**config.mk**
```make
export PLATFORM = sky130hd
export DESIGN_NAME = car_following_acceleration
export DESIGN_NICKNAME = d
export VERILOG_FILES = /design/src/rtl/cfa_pkg.sv /design/src/rtl/car_following_acceleration.sv /design/src/rtl/cfa_front.sv /design/src/rtl/cfa_fifo.sv /design/src/rtl/cfa_div.sv /design/src/rtl/cfa_back.sv
export SDC_FILE = /design/constraint.sdc
export NUM_CORES = 2
export LEC_CHECK = 0
export BUFFER_PORTS_ARGS = -buffer_cell sky130_fd_sc_hd__buf_2
export CAP_MARGIN = 20
export CORE_UTILIZATION = 41
export CTS_BUF_LIST = sky130_fd_sc_hd__clkbuf_2
export CTS_CLUSTER_SIZE = 14
export DETAILED_ROUTE_END_ITERATION = 8
export HOLD_SLACK_MARGIN = 0.03
export PLACE_DENSITY = 0.52
export SLEW_MARGIN = 20
export SYNTH_ARGS = -nofsm -noshare
export SYNTH_HDL_FRONTEND = slang
export SYNTH_SLANG_ARGS = --single-unit
export TNS_END_PERCENT = 50
```
**constraint.sdc**
```tcl
create_clock -name clk -period 18 [get_ports clk]
set_input_delay 0 -clock clk [delete_from_list [all_inputs] [get_ports clk]]
set_output_delay 0 -clock clk [all_outputs]
set_load 0.005 [all_outputs]
```
**src/rtl/cfa_pkg.sv**
```systemverilog
// Shared types and constants for the car-following acceleration block.
// Used by every module under rtl/ but cfa_checker; depends on nothing else.
`default_nettype none

package cfa_pkg;

  // Configuration register indexes
  localparam int CFG_IDX_W = 3;
  localparam logic [CFG_IDX_W-1:0] CFG_ROAD_ATTACHED = 3'd0;
  localparam logic [CFG_IDX_W-1:0] CFG_ROAD_LIMIT    = 3'd1;
  localparam logic [CFG_IDX_W-1:0] CFG_LIMIT_BIAS    = 3'd2;
  localparam logic [CFG_IDX_W-1:0] CFG_GAP_DIVISOR   = 3'd3;
  localparam logic [CFG_IDX_W-1:0] CFG_BRAKE_GAIN    = 3'd4;
  localparam logic [CFG_IDX_W-1:0] CFG_NOMINAL_LENGTH = 3'd5;

  localparam int CFG_DATA_W = 16;

  // Reset values of the configuration registers
  localparam logic [15:0] GAP_DIVISOR_RST    = 16'd256;
  localparam logic [15:0] BRAKE_GAIN_RST     = 16'd256;
  localparam logic [15:0] NOMINAL_LENGTH_RST = 16'd1024;

  // Queue between front and back
  localparam int Q_DEPTH = 4;

  // Shared divider: 49-bit dividend (33 x 16 product), 32-bit divisor
  localparam int DIV_N_W = 49;
  localparam int DIV_D_W = 32;

  typedef struct packed {
    logic               road_attached;
    logic [14:0]        road_limit;
    logic signed [15:0] limit_bias;
    logic [15:0]        gap_divisor;
    logic [15:0]        brake_gain;
    logic [15:0]        nominal_length;
  } cfg_t;

  // What the back part has to do with an item
  typedef enum logic [1:0] {
    KIND_OWN,   // own-vehicle record, starts an evaluation
    KIND_SKIP,  // list entry that is the own vehicle
    KIND_CAND   // other vehicle, may become the leader
  } kind_t;

  typedef struct packed {
    kind_t              kind;
    logic signed [23:0] position;
    logic [14:0]        half_len;
    logic signed [15:0] speed;
    logic               last;
  } q_item_t;

  typedef struct packed {
    logic               start;
    logic [DIV_N_W-1:0] dividend;
    logic [DIV_D_W-1:0] divisor;
  } div_req_t;

  typedef struct packed {
    logic               done;
    logic [DIV_N_W-1:0] quotient;
  } div_rsp_t;

endpackage

`default_nettype wire

```
**src/rtl/car_following_acceleration.sv**
```systemverilog
// Top level of the car-following acceleration block: configuration registers,
// front stage, item queue, back part and shared divider. Depends on cfa_pkg.
//
//   channel  direction  handshake            payload
//   in_      in         in_valid / in_stall  command, position, body_length, speed,
//                                            is_own, last_item
//   out_     out        out_valid / out_stall acceleration, braking_for_leader
//   cfg_     in         cfg_valid / cfg_ready cfg_index (0..5), cfg_data
//
// Other-vehicle items go through the back part at one per cycle while it is not busy with an own item or a result.
// An own-vehicle item holds the back part while the preferred gap goes through the
// 49-step shared divider. A last item then passes an evaluation state to produce its
// result; braking for a leader may add a multiply and then the same divider.
// The 4-entry queue keeps the input taking items while the back part is busy;
// the output register frees the back part as soon as its result is taken.
// Reset is synchronous and active low; no clearing pass is needed.
`default_nettype none

module car_following_acceleration #(
  parameter int FRACTION_BITS = 8
) (
  input  wire                                  clk,
  input  wire                                  rst_n,
  input  wire                                  in_valid,
  output logic                                 in_stall,
  input  wire                                  in_command,
  input  wire  signed [23:0]                   in_position,
  input  wire         [15:0]                   in_body_length,
  input  wire  signed [15:0]                   in_speed,
  input  wire                                  in_is_own,
  input  wire                                  in_last_item,
  output logic                                 out_valid,
  input  wire                                  out_stall,
  output logic signed [15:0]                   out_acceleration,
  output logic                                 out_braking_for_leader,
  input  wire                                  cfg_valid,
  output logic                                 cfg_ready,
  input  wire         [cfa_pkg::CFG_IDX_W-1:0] cfg_index,
  input  wire         [cfa_pkg::CFG_DATA_W-1:0] cfg_data
);
  import cfa_pkg::*;

  cfg_t      cfg_r, cfg_nxt;
  logic      q_push, q_full, q_pop, q_empty;
  q_item_t   q_in_item, q_out_item;
  div_req_t  div_req;
  div_rsp_t  div_rsp;

  assign cfg_ready = 1'b1;

  always_comb begin
    cfg_nxt = cfg_r;
    if (cfg_valid) begin
      case (cfg_index)
        CFG_ROAD_ATTACHED:  cfg_nxt.road_attached  = cfg_data[0];
        CFG_ROAD_LIMIT:     cfg_nxt.road_limit     = cfg_data[14:0];
        CFG_LIMIT_BIAS:     cfg_nxt.limit_bias     = cfg_data;
        CFG_GAP_DIVISOR:    cfg_nxt.gap_divisor    = cfg_data;
        CFG_BRAKE_GAIN:     cfg_nxt.brake_gain     = cfg_data;
        CFG_NOMINAL_LENGTH: cfg_nxt.nominal_length = cfg_data;
        default:            cfg_nxt = cfg_r;
      endcase
    end
  end

  always_ff @(posedge clk) begin
    if (!rst_n) begin
      cfg_r.road_attached  <= 1'b0;
      cfg_r.road_limit     <= '0;
      cfg_r.limit_bias     <= '0;
      cfg_r.gap_divisor    <= GAP_DIVISOR_RST;
      cfg_r.brake_gain     <= BRAKE_GAIN_RST;
      cfg_r.nominal_length <= NOMINAL_LENGTH_RST;
    end else begin
      cfg_r <= cfg_nxt;
    end
  end

  cfa_front u_front (
    .clk            (clk),
    .rst_n          (rst_n),
    .in_valid       (in_valid),
    .in_stall       (in_stall),
    .in_command     (in_command),
    .in_position    (in_position),
    .in_body_length (in_body_length),
    .in_speed       (in_speed),
    .in_is_own      (in_is_own),
    .in_last_item   (in_last_item),
    .q_push         (q_push),
    .q_item         (q_in_item),
    .q_full         (q_full)
  );

  cfa_fifo u_fifo (
    .clk       (clk),
    .rst_n     (rst_n),
    .push      (q_push),
    .push_item (q_in_item),
    .full      (q_full),
    .pop       (q_pop),
    .pop_item  (q_out_item),
    .empty     (q_empty)
  );

  cfa_div u_div (
    .clk   (clk),
    .rst_n (rst_n),
    .req   (div_req),
    .rsp   (div_rsp)
  );

  cfa_back #(
    .FRACTION_BITS (FRACTION_BITS)
  ) u_back (
    .clk                    (clk),
    .rst_n                  (rst_n),
    .cfg                    (cfg_r),
    .q_item                 (q_out_item),
    .q_empty                (q_empty),
    .q_pop                  (q_pop),
    .div_req                (div_req),
    .div_rsp                (div_rsp),
    .out_valid              (out_valid),
    .out_stall              (out_stall),
    .out_acceleration       (out_acceleration),
    .out_braking_for_leader (out_braking_for_leader)
  );

endmodule

`default_nettype wire

```
**src/rtl/cfa_front.sv**
```systemverilog
// Front part: input register stage that classifies each item for the back part.
// Depends on cfa_pkg.
`default_nettype none

module cfa_front (
  input  wire                  clk,
  input  wire                  rst_n,
  input  wire                  in_valid,
  output logic                 in_stall,
  input  wire                  in_command,
  input  wire  signed [23:0]   in_position,
  input  wire         [15:0]   in_body_length,
  input  wire  signed [15:0]   in_speed,
  input  wire                  in_is_own,
  input  wire                  in_last_item,
  output logic                 q_push,
  output cfa_pkg::q_item_t     q_item,
  input  wire                  q_full
);
  import cfa_pkg::*;

  logic     fr_valid_r, fr_valid_nxt;
  q_item_t  fr_item_r, fr_item_nxt;
  logic     take;

  assign in_stall = fr_valid_r && q_full;
  assign take     = in_valid && !in_stall;
  assign q_push   = fr_valid_r && !q_full;
  assign q_item   = fr_item_r;

  always_comb begin
    fr_item_nxt = fr_item_r;
    if (take) begin
      if (!in_command) begin
        fr_item_nxt.kind = KIND_OWN;
      end else if (in_is_own) begin
        fr_item_nxt.kind = KIND_SKIP;
      end else begin
        fr_item_nxt.kind = KIND_CAND;
      end
      fr_item_nxt.position = in_position;
      fr_item_nxt.half_len = in_body_length[15:1];
      fr_item_nxt.speed    = in_speed;
      fr_item_nxt.last     = in_last_item;
    end
    if (take) begin
      fr_valid_nxt = 1'b1;
    end else if (q_push) begin
      fr_valid_nxt = 1'b0;
    end else begin
      fr_valid_nxt = fr_valid_r;
    end
  end

  always_ff @(posedge clk) begin
    fr_item_r <= fr_item_nxt;
    if (!rst_n) begin
      fr_valid_r <= 1'b0;
    end else begin
      fr_valid_r <= fr_valid_nxt;
    end
  end

endmodule

`default_nettype wire

```
**src/rtl/cfa_fifo.sv**
```systemverilog
// Short item queue between the front and back parts.
// Depends on cfa_pkg.
`default_nettype none

module cfa_fifo (
  input  wire               clk,
  input  wire               rst_n,
  input  wire               push,
  input  cfa_pkg::q_item_t  push_item,
  output logic              full,
  input  wire               pop,
  output cfa_pkg::q_item_t  pop_item,
  output logic              empty
);
  import cfa_pkg::*;

  localparam int PTR_W = $clog2(Q_DEPTH);
  localparam int CNT_W = PTR_W + 1;

  q_item_t            slot_r [Q_DEPTH];
  logic [PTR_W-1:0]   wr_ptr_r, wr_ptr_nxt;
  logic [PTR_W-1:0]   rd_ptr_r, rd_ptr_nxt;
  logic [CNT_W-1:0]   count_r, count_nxt;
  logic               do_push, do_pop;

  assign full     = (count_r == CNT_W'(Q_DEPTH));
  assign empty    = (count_r == '0);
  assign do_push  = push && !full;
  assign do_pop   = pop && !empty;
  assign pop_item = slot_r[rd_ptr_r];

  always_comb begin
    wr_ptr_nxt = do_push ? PTR_W'(wr_ptr_r + 1'b1) : wr_ptr_r;
    rd_ptr_nxt = do_pop  ? PTR_W'(rd_ptr_r + 1'b1) : rd_ptr_r;
    count_nxt  = count_r;
    if (do_push && !do_pop) begin
      count_nxt = CNT_W'(count_r + 1'b1);
    end else if (do_pop && !do_push) begin
      count_nxt = CNT_W'(count_r - 1'b1);
    end
  end

  always_ff @(posedge clk) begin
    if (do_push) begin
      slot_r[wr_ptr_r] <= push_item;
    end
    if (!rst_n) begin
      wr_ptr_r <= '0;
      rd_ptr_r <= '0;
      count_r  <= '0;
    end else begin
      wr_ptr_r <= wr_ptr_nxt;
      rd_ptr_r <= rd_ptr_nxt;
      count_r  <= count_nxt;
    end
  end

endmodule

`default_nettype wire

```
**src/rtl/cfa_div.sv**
```systemverilog
// Shared restoring divider, one quotient bit per cycle, unsigned operands.
// Depends on cfa_pkg.
`default_nettype none

module cfa_div (
  input  wire                clk,
  input  wire                rst_n,
  input  cfa_pkg::div_req_t  req,
  output cfa_pkg::div_rsp_t  rsp
);
  import cfa_pkg::*;

  localparam int CNT_W = $clog2(DIV_N_W + 1);

  logic [DIV_N_W-1:0] quo_r, quo_nxt;
  logic [DIV_D_W-1:0] rem_r, rem_nxt;
  logic [DIV_D_W-1:0] dsr_r, dsr_nxt;
  logic [CNT_W-1:0]   cnt_r, cnt_nxt;
  logic               busy_r, busy_nxt;
  logic               done_r, done_nxt;
  logic [DIV_D_W:0]   rem_sh;
  logic               ge;

  assign rem_sh = {rem_r, quo_r[DIV_N_W-1]};
  assign ge     = (rem_sh >= {1'b0, dsr_r});

  always_comb begin
    quo_nxt  = quo_r;
    rem_nxt  = rem_r;
    dsr_nxt  = dsr_r;
    cnt_nxt  = cnt_r;
    busy_nxt = busy_r;
    done_nxt = 1'b0;
    if (req.start) begin
      quo_nxt  = req.dividend;
      rem_nxt  = '0;
      dsr_nxt  = req.divisor;
      cnt_nxt  = CNT_W'(DIV_N_W);
      busy_nxt = 1'b1;
    end else if (busy_r) begin
      quo_nxt = {quo_r[DIV_N_W-2:0], ge};
      rem_nxt = ge ? DIV_D_W'(rem_sh - {1'b0, dsr_r}) : rem_sh[DIV_D_W-1:0];
      cnt_nxt = CNT_W'(cnt_r - 1'b1);
      if (cnt_r == CNT_W'(1)) begin
        busy_nxt = 1'b0;
        done_nxt = 1'b1;
      end
    end
  end

  always_ff @(posedge clk) begin
    quo_r <= quo_nxt;
    rem_r <= rem_nxt;
    dsr_r <= dsr_nxt;
    cnt_r <= cnt_nxt;
    if (!rst_n) begin
      busy_r <= 1'b0;
      done_r <= 1'b0;
    end else begin
      busy_r <= busy_nxt;
      done_r <= done_nxt;
    end
  end

  assign rsp.done     = done_r;
  assign rsp.quotient = quo_r;

endmodule

`default_nettype wire

```
**src/rtl/cfa_back.sv**
```systemverilog
// Back part: vehicle state, leader search, evaluation and result register.
// Depends on cfa_pkg; drives the shared divider cfa_div.
`default_nettype none

module cfa_back #(
  parameter int FRACTION_BITS = 8
) (
  input  wire                 clk,
  input  wire                 rst_n,
  input  cfa_pkg::cfg_t       cfg,
  input  cfa_pkg::q_item_t    q_item,
  input  wire                 q_empty,
  output logic                q_pop,
  output cfa_pkg::div_req_t   div_req,
  input  cfa_pkg::div_rsp_t   div_rsp,
  output logic                out_valid,
  input  wire                 out_stall,
  output logic signed [15:0]  out_acceleration,
  output logic                out_braking_for_leader
);
  import cfa_pkg::*;

  // Plus and minus one in Q.F, saturated to 16 bits
  localparam int OneInt = 1 << FRACTION_BITS;
  localparam logic signed [15:0] AccUp   = (OneInt > 32767) ? 16'sh7FFF : 16'(OneInt);
  localparam logic signed [15:0] AccDown = (OneInt > 32768) ? 16'sh8000 : 16'(-OneInt);

  typedef enum logic [2:0] {
    S_IDLE,
    S_DIV_PREF,
    S_EVAL,
    S_MUL,
    S_DIV_BRK,
    S_EMIT
  } state_t;

  state_t             state_r, state_nxt;
  logic signed [23:0] own_centre_r, own_centre_nxt;
  logic signed [24:0] own_head_r, own_head_nxt;
  logic signed [15:0] own_vel_r, own_vel_nxt;
  logic signed [31:0] pref_r, pref_nxt;
  logic               leader_r, leader_nxt;
  logic signed [25:0] gap_r, gap_nxt;
  logic signed [15:0] last_acc_r, last_acc_nxt;
  logic               out_valid_r, out_valid_nxt;
  // payload, no reset
  logic               last_pend_r, last_pend_nxt;
  logic               neg_r, neg_nxt;
  logic [32:0]        num_r, num_nxt;
  logic signed [15:0] res_acc_r, res_acc_nxt;
  logic               res_brk_r, res_brk_nxt;
  logic signed [15:0] out_acc_r, out_acc_nxt;
  logic               out_brk_r, out_brk_nxt;

  logic               out_free;
  logic [15:0]        spd_mag;
  logic [32:0]        mul_a;
  logic [15:0]        mul_b;
  logic [DIV_N_W-1:0] product;
  logic signed [25:0] cand_gap;
  logic               cand_hit;
  logic signed [16:0] target;
  logic signed [16:0] vel_ext;
  logic               vel_pos;
  logic               pref_pos;
  logic               needs_div;
  logic signed [15:0] eval_acc;
  logic               eval_brk;
  logic [15:0]        q_neg;

  assign out_free = !out_valid_r || !out_stall;

  // Magnitude of the own speed; -32768 maps to 32768 unsigned
  assign spd_mag = q_item.speed[15] ? 16'(-q_item.speed) : q_item.speed;

  // One multiplier, shared by the preferred gap and the braking numerator
  assign mul_a   = (state_r == S_MUL) ? num_r : {17'b0, spd_mag};
  assign mul_b   = (state_r == S_MUL) ? cfg.brake_gain : cfg.nominal_length;
  assign product = DIV_N_W'(mul_a) * DIV_N_W'(mul_b);

  // Gap from own head to the tail of a candidate
  assign cand_gap = {{2{q_item.position[23]}}, q_item.position}
                  - {11'b0, q_item.half_len}
                  - {own_head_r[24], own_head_r};
  assign cand_hit = !leader_r && (q_item.position >= own_centre_r)
                  && ($signed({{6{cand_gap[25]}}, cand_gap}) < pref_r);

  assign target   = $signed({2'b00, cfg.road_limit})
                  + $signed({cfg.limit_bias[15], cfg.limit_bias});
  assign vel_ext  = {own_vel_r[15], own_vel_r};
  assign vel_pos  = (own_vel_r > 16'sd0);
  assign pref_pos = (pref_r > 32'sd0);
  assign needs_div = cfg.road_attached && leader_r && vel_pos && pref_pos;
  // quotient is at most 32768 here, so 16 bits carry its negation
  assign q_neg    = 16'(16'd0 - div_rsp.quotient[15:0]);

  always_comb begin
    eval_brk = cfg.road_attached && leader_r;
    eval_acc = '0;
    if (!cfg.road_attached) begin
      eval_acc = '0;
    end else if (leader_r) begin
      if (!vel_pos) begin
        eval_acc = '0;
      end else if (!pref_pos) begin
        // no room at all: hardest braking unless the gain is zero
        eval_acc = (cfg.brake_gain != '0) ? 16'sh8000 : 16'sh0000;
      end else begin
        eval_acc = '0;
      end
    end else if (vel_ext < target) begin
      eval_acc = AccUp;
    end else if (vel_ext > target) begin
      eval_acc = vel_pos ? AccDown : 16'sh0000;
    end else begin
      eval_acc = last_acc_r;
    end
  end

  always_comb begin
    state_nxt      = state_r;
    own_centre_nxt = own_centre_r;
    own_head_nxt   = own_head_r;
    own_vel_nxt    = own_vel_r;
    pref_nxt       = pref_r;
    leader_nxt     = leader_r;
    gap_nxt        = gap_r;
    last_acc_nxt   = last_acc_r;
    last_pend_nxt  = last_pend_r;
    neg_nxt        = neg_r;
    num_nxt        = num_r;
    res_acc_nxt    = res_acc_r;
    res_brk_nxt    = res_brk_r;
    out_acc_nxt    = out_acc_r;
    out_brk_nxt    = out_brk_r;
    out_valid_nxt  = out_valid_r && out_stall;
    q_pop          = 1'b0;
    div_req.start    = 1'b0;
    div_req.dividend = product;
    div_req.divisor  = (state_r == S_MUL) ? DIV_D_W'(pref_r)
                     : (cfg.gap_divisor == '0) ? DIV_D_W'(1)
                     : DIV_D_W'(cfg.gap_divisor);

    case (state_r)
      S_IDLE: begin
        if (!q_empty) begin
          q_pop         = 1'b1;
          last_pend_nxt = q_item.last;
          case (q_item.kind)
            KIND_OWN: begin
              own_centre_nxt = q_item.position;
              own_head_nxt   = {q_item.position[23], q_item.position}
                             + {10'b0, q_item.half_len};
              own_vel_nxt    = q_item.speed;
              leader_nxt     = 1'b0;
              gap_nxt        = '0;
              neg_nxt        = q_item.speed[15];
              div_req.start  = 1'b1;
              state_nxt      = S_DIV_PREF;
            end
            KIND_CAND: begin
              if (cand_hit) begin
                leader_nxt = 1'b1;
                gap_nxt    = cand_gap;
              end
              state_nxt = q_item.last ? S_EVAL : S_IDLE;
            end
            default: begin
              state_nxt = q_item.last ? S_EVAL : S_IDLE;
            end
          endcase
        end
      end
      S_DIV_PREF: begin
        if (div_rsp.done) begin
          // quotient truncated toward zero, sign restored afterwards
          pref_nxt  = neg_r ? 32'(-div_rsp.quotient[31:0]) : div_rsp.quotient[31:0];
          state_nxt = last_pend_r ? S_EVAL : S_IDLE;
        end
      end
      S_EVAL: begin
        res_acc_nxt = eval_acc;
        res_brk_nxt = eval_brk;
        num_nxt     = 33'({pref_r[31], pref_r} - {{7{gap_r[25]}}, gap_r});
        state_nxt   = needs_div ? S_MUL : S_EMIT;
      end
      S_MUL: begin
        div_req.start = 1'b1;
        state_nxt     = S_DIV_BRK;
      end
      S_DIV_BRK: begin
        if (div_rsp.done) begin
          if (div_rsp.quotient > DIV_N_W'(32768)) begin
            res_acc_nxt = 16'sh8000;
          end else begin
            res_acc_nxt = q_neg;
          end
          state_nxt = S_EMIT;
        end
      end
      S_EMIT: begin
        if (out_free) begin
          out_valid_nxt = 1'b1;
          out_acc_nxt   = res_acc_r;
          out_brk_nxt   = res_brk_r;
          last_acc_nxt  = res_acc_r;
          state_nxt     = S_IDLE;
        end
      end
      default: begin
        state_nxt = S_IDLE;
      end
    endcase
  end

  always_ff @(posedge clk) begin
    last_pend_r <= last_pend_nxt;
    neg_r       <= neg_nxt;
    num_r       <= num_nxt;
    res_acc_r   <= res_acc_nxt;
    res_brk_r   <= res_brk_nxt;
    out_acc_r   <= out_acc_nxt;
    out_brk_r   <= out_brk_nxt;
    if (!rst_n) begin
      state_r      <= S_IDLE;
      own_centre_r <= '0;
      own_head_r   <= '0;
      own_vel_r    <= '0;
      pref_r       <= '0;
      leader_r     <= 1'b0;
      gap_r        <= '0;
      last_acc_r   <= '0;
      out_valid_r  <= 1'b0;
    end else begin
      state_r      <= state_nxt;
      own_centre_r <= own_centre_nxt;
      own_head_r   <= own_head_nxt;
      own_vel_r    <= own_vel_nxt;
      pref_r       <= pref_nxt;
      leader_r     <= leader_nxt;
      gap_r        <= gap_nxt;
      last_acc_r   <= last_acc_nxt;
      out_valid_r  <= out_valid_nxt;
    end
  end

  assign out_valid              = out_valid_r;
  assign out_acceleration       = out_acc_r;
  assign out_braking_for_leader = out_brk_r;

endmodule

`default_nettype wire

```
; ---- Word level (Yosys, flattened, before mapping)
; Memories as Yosys holds them, arrays and structs flattened. A register that Yosys moved wholly into a read port is not among the register bits.
; Cells that the tools add are included.
[totals]
n_memories = 1
output_inout_bits = 20
ff_bits = 480
ram_bits = 232
wordCells = 182
[memory_table]
columns = memory, words, width, read_ports, rd_ports_with_merged_regs, write_ports, line
row1 = u_fifo.slot_r, 4, 58, 1, 1, 1, cfa_fifo.sv:20  ; q_item_t slot_r [Q_DEPTH];
[op_classes]
n_bitwise = 3
n_mux = 53
mul = 1
reduce_logical = 47
magnitude_cmp = 8
add_sub_neg = 14
n_eq_ne = 18
[ops]
columns = operator, count
row1 = $mux 16, 13
row2 = $mux 49, 2
row3 = $mux 32, 3
row4 = $pmux 26 s2, 1
row5 = $gt 49x16->1 const B, 1
row6 = $mul 33x16->49, 1
row7 = $ge 33x32->1, 1
row8 = $mux 33, 1
row9 = $sub 32x26->33, 1
row10 = $gt 32x1->1 const B, 1
row11 = $lt 26x32->1, 1
row12 = $neg 32->32, 1
row13 = $pmux 16 s2, 1
row14 = $sub 32x32->32, 1
row15 = $mux 26, 1
row16 = $sub 25x25->26, 1
row17 = $add 24x16->25, 1
row18 = $sub 24x16->25, 1
row19 = $ge 24x24->1, 1
row20 = $mux 3, 8
row21 = $reduce_and 2->1, 10
row22 = $pmux 3 s6, 1
row23 = $add 16x16->17, 1
row24 = $gt 16x17->1, 1
row25 = 30 further kinds, 89

; ---- Logic depth before layout (Yosys ltp)
[logic_depth]
word_depth = 8
mapped_depth = 36
ltp_nobuf = 33

; ---- Hierarchy
; A second synthesis with hierarchy kept.
[hier_totals]
cells_unflattened = 5164
hier_area_um2 = 52364.0
[by_module_without_submodules]
columns = module, n_inst, area_each_um2, cells_each
row1 = cfa_back, 1, 32084.5, 3839
row2 = cfa_fifo, 1, 8866.0, 351
row3 = cfa_div, 1, 6603.8, 622
row4 = car_following_acceleration, 1, 3005.4, 287
row5 = cfa_front, 1, 1804.2, 65

; ---- Worst setup path after synthesis
; OpenSTA, ideal clock, no wires.
[synth_path]
path_kind = register -> register
start = reg (tool-made name)
end = reg u_div.quo_r[36], data pin
slack_ns = 9.727
path_stages_with_launch = 32
synth_period_minus_slack_ns = 8.273
path_buffers = 3
arrival_time_ns = 8.004
path_cell_list = dfxtp_1 buf_2 buf_4 mux4_2 nor4_1 and2_1 a21oi_1 xnor2_1 nand2_1 o21a_1 clkbuf_1 nand2_1 fa_1 inv_1 fa_1 fa_1 fa_1 fa_1 inv_1 fa_1 inv_1 ha_1 a21o_1 a21o_1 a21oi_1 a2bb2oi_1 o31ai_1 o41a_1 o2111a_1 a211oi_1 xor2_1 o21ai_0
[synth_lines]
columns = item, line
row1 = "end signal, assigned", cfa_div.sv:52  ; quo_r <= quo_nxt;
row2 = "end, declared", cfa_div.sv:15  ; logic [DIV_N_W-1:0] quo_r, quo_nxt;

==> reports/metrics.yaml <==
critical_path:
  critPathArrivalTime_ns: 11.47
  cp.required_ns: 19.21
  path_common_cell: "fa_1"
  rrSetupSlack_ns: 7.74
  crit_path_top_delay_cell: "buf_4"
  crit_family: "adder cells"
  crit_path_max_fanout: 49
  crit_path_end_kind: "flip-flop"
  critPathBufInv: 5
  startpoint_type: "flip-flop"
  r2r_cells: 30
  r2r_end: "u_div.quo_r[48]$_DFFE_PP_"
  worst_path_largest_cell_delay_ns: 0.67
  critical_path_class: "reg2reg"
global_route:
  antenna_found_initial: 6
  grt_pass1_vias: 40700
  grt_overflow: 0
  grt_pass1_wl_um: 237000
  grt_max_degree: 92
  track_usage_pct: 24.3
layout:
  nFillCells: 12100
  fin_area_um2: 58700
  nets: 6567
  multi_input_area_um2: 29800
  drive_above_1_share_pct: 9.62
  area_growth_pct: 13.0
  area.sequential_um2: 18700
  stdcell_count: 7511
  mostFrequentLayoutCell: "nand2_1"
  final_cell_mix: "nand2_1 (811), inv_1 (705), fa_1 (452), edfxtp_1 (440), nor2_1 (395)"
cts:
  cts_tree: "built"
  clockRootBuffer: "clkbuf_2"
  clock-sinks: 714
  clock_latency_ns: 1.54
  clkTransAtPathRegs_ns: 0.13
  cts_buffer_depth: 3
  htreeDepth: 4
  cts-resized-gates: 0
  cts_made_buffers: 177
min_path:
  hp-class: "in2reg"
  whs_endpoint: "cfg_r[16]$_SDFFE_PN0P_"
  hold_depth: 6
  min_from: "cfg_index[1]"
detailed_routing:
  drt_pass1_iterations: 5
  drc_errors: 0
  vias: 39400
  drtIter0Drc: 2489
  drt_wl_total_um: 153000
  met1Wirelength_um: 65900
  routedWlPerCell_um: 20.4
  ant_nets: 0
  wl_met2_um: 74900
  wl_met3_um: 7380
  viasPerCell: 5.24
  routed.top_layer: "met5"
logic_synthesis:
  synthSimpleGateAreaFrac_pct: 13.9
  syn_area_um2: 52000
  synth-xor-area-share_pct: 3.59
  synth_top_family_by_area: "adder cells"
  ys.flop_type: "edfxtp_1"
  synth_edf_count: 440
  yosysSeqAreaShare_pct: 36.0
  synth_compound_area_share_pct: 11.1
  avgSynthCellArea_um2: 9.79
  synthMuxAreaShare_pct: 3.17
  synth_fp_nets: 6176
  yosysUniqueCellTypes: 92
  ys_warn_count: 0
  synthArstFlopShare_pct: 0
  synth-adder-area-share_pct: 25.4
  ys_ff_latch: 714
  synthCells: 5310
sta:
  rsz0062_at_grt: "no"
  final.min_clock_period_ns: 10.26
  max_freq_mhz: 97.5
  layout_worst_path_cycle_share_pct: 57.0
  setup_violations: 0
  maxSlewViolCount: 0
  tightest_slew_ns: 1.15
  setup_tns_ns: 0
  max-slew-margin-rel_pct: 22.6
  fin_ws_ns: 7.74
  finalHoldViolations: 0
  finClkSkew_ns: 0.118
floorplan:
  dieArea_um2: 128000
  start_util_pct: 41.3
  die_h_um: 358
  rows: 130
  ioPinCount: 103
  core_area_um2: 126000
  fp.dieW_um: 358
power_and_ir_drop:
  p_leak_nw: 24.7
  ir_worst_vdd_mv: 0.101
  power_density_nw_per_um2: 150
flow_run:
  max_cap_violations: 0
place:
  dp_hpwl_um: 110000
  io_buffers: 100
  placed_cell_area_um2: 54200
  routabilityCongestion: 0.901
  dpl_worst_slack_ns: 7.69
  dp.cells: 6892
run_status:
  outcome: "complete, no violations"
metrics by stage:
step	hold WS (ns)	utilization (%)	total power (W)
final	0.206	46.7	0.00878
after global placement	0.176	43.1	0.00755
after detailed placement	0.178	43.1	0.00756
after floorplan	0.0989	-	0.00597
after CTS	0.0309	46.7	0.00882
after global routing	0.0264	46.7	0.00953
kinds of logic after synthesis:
logic type                 count (synthesis)
AOI/OAI and AO/OA                        917
and+or+nand+nor                         1651
other                                      1
buffers and inverters                    937
muxes                                     94
adders and majority gates                783
xor gates and xnor gates                 213
DFF                                      714
per-layer routing:
layer	track usage, %	up-vias
li1	-	18700
met2	41.5	995
met4	8.20	2
met5	0	-
met1	31.1	19500
met3	3.99	236
synthesized netlist by cell type (all sizes together), types with 10 or more instances:
cell type,number,area [um2]
nand2,812,3050
inv,708,2660
fa,452,9050
edfxtp,440,13200
nor2,399,1500
a21oi,363,1820
ha,331,4140
dfxtp,274,5490
clkbuf,191,717
o21ai,150,751
xnor2,109,955
xor2,104,911
a21o,93,698
and3,88,551
a211oi,73,563
nand3,62,310
mux4,56,1260
nor3,52,272
nand2b,41,257
and2,40,250
o21a,40,300
buf,37,183
mux2i,34,340
nor4,31,200
nor2b,29,181
a22oi,27,203
nand4,26,163
o21bai,23,173
or2,23,144
or3,23,144
a31oi,20,146
o31ai,15,118
o211ai,14,105
a41oi,12,113
a21boi,10,75.1
worst min-delay path, cell delays in order:
cell	delay, ns
dlygate4sd3_1	0.56
buf_2	0.12
dlygate4sd3_1	0.71
nor3_2	0.13
nand2_1	0.07
a21oi_1	0.05
worst max path at each step:
stage | start | end | slack [ns] | cells past startpoint
after detailed placement | flip-flop | u_div.quo_r[48]$_DFFE_PP_ | 7.69 | 30
after floorplan | flip-flop | u_div.quo_r[36]$_DFFE_PP_ | 9.73 | 31
after CTS | flip-flop | u_div.quo_r[48]$_DFFE_PP_ | 7.66 | 30
final | flip-flop | u_div.quo_r[48]$_DFFE_PP_ | 7.74 | 30
after global placement | flip-flop | u_div.quo_r[48]$_DFFE_PP_ | 7.66 | 30
after global routing | flip-flop | u_div.quo_r[46]$_DFFE_PP_ | 7.12 | 31
state kept, by name, indices dropped and copies added (netlist names), 3 cells and up, named ones only:
register                 cells
u_back.own_head_r           25
u_back.state_r               3
u_back.pref_r               32
u_fifo.count_r               3
u_div.rem_r                 32
u_div.cnt_r                  6
u_div.quo_r                 49
u_front.q_item              58
u_fifo.slot_r              232
u_back.own_vel_r            16
u_div.dsr_r                 32
u_back.last_acc_r           16
u_back.out_acceleration     16
cfg_r                       80
u_back.num_r                33
u_back.gap_r                26
u_back.res_acc_r            16
u_back.own_centre_r         24
area by class of cell:
cell class	instances	area share (%)
Antenna cell	10	0.0426
Clock buffer	265	2.26
Clock inverter	64	0.650
Inverter	709	4.54
Multi-Input combinational cell	3659	50.7
Sequential cell	714	31.8
Tap cell	1650	3.51
Timing Repair Buffer	440	6.42
timing repair:
item                                   4_1_cts  5_1_grt
endpoints found under the hold margin      352        0
hold buffers                               278        0
setup buffers                                0        0
where the power goes:
part           internal, W  total [W]  switching (W)
Clock             0.000456    0.00116       0.000700
Sequential         0.00214    0.00241       0.000270
Combinational      0.00196    0.00521        0.00325
Total              0.00457    0.00878        0.00422
Note: power is estimated with default switching activity, not from simulation.
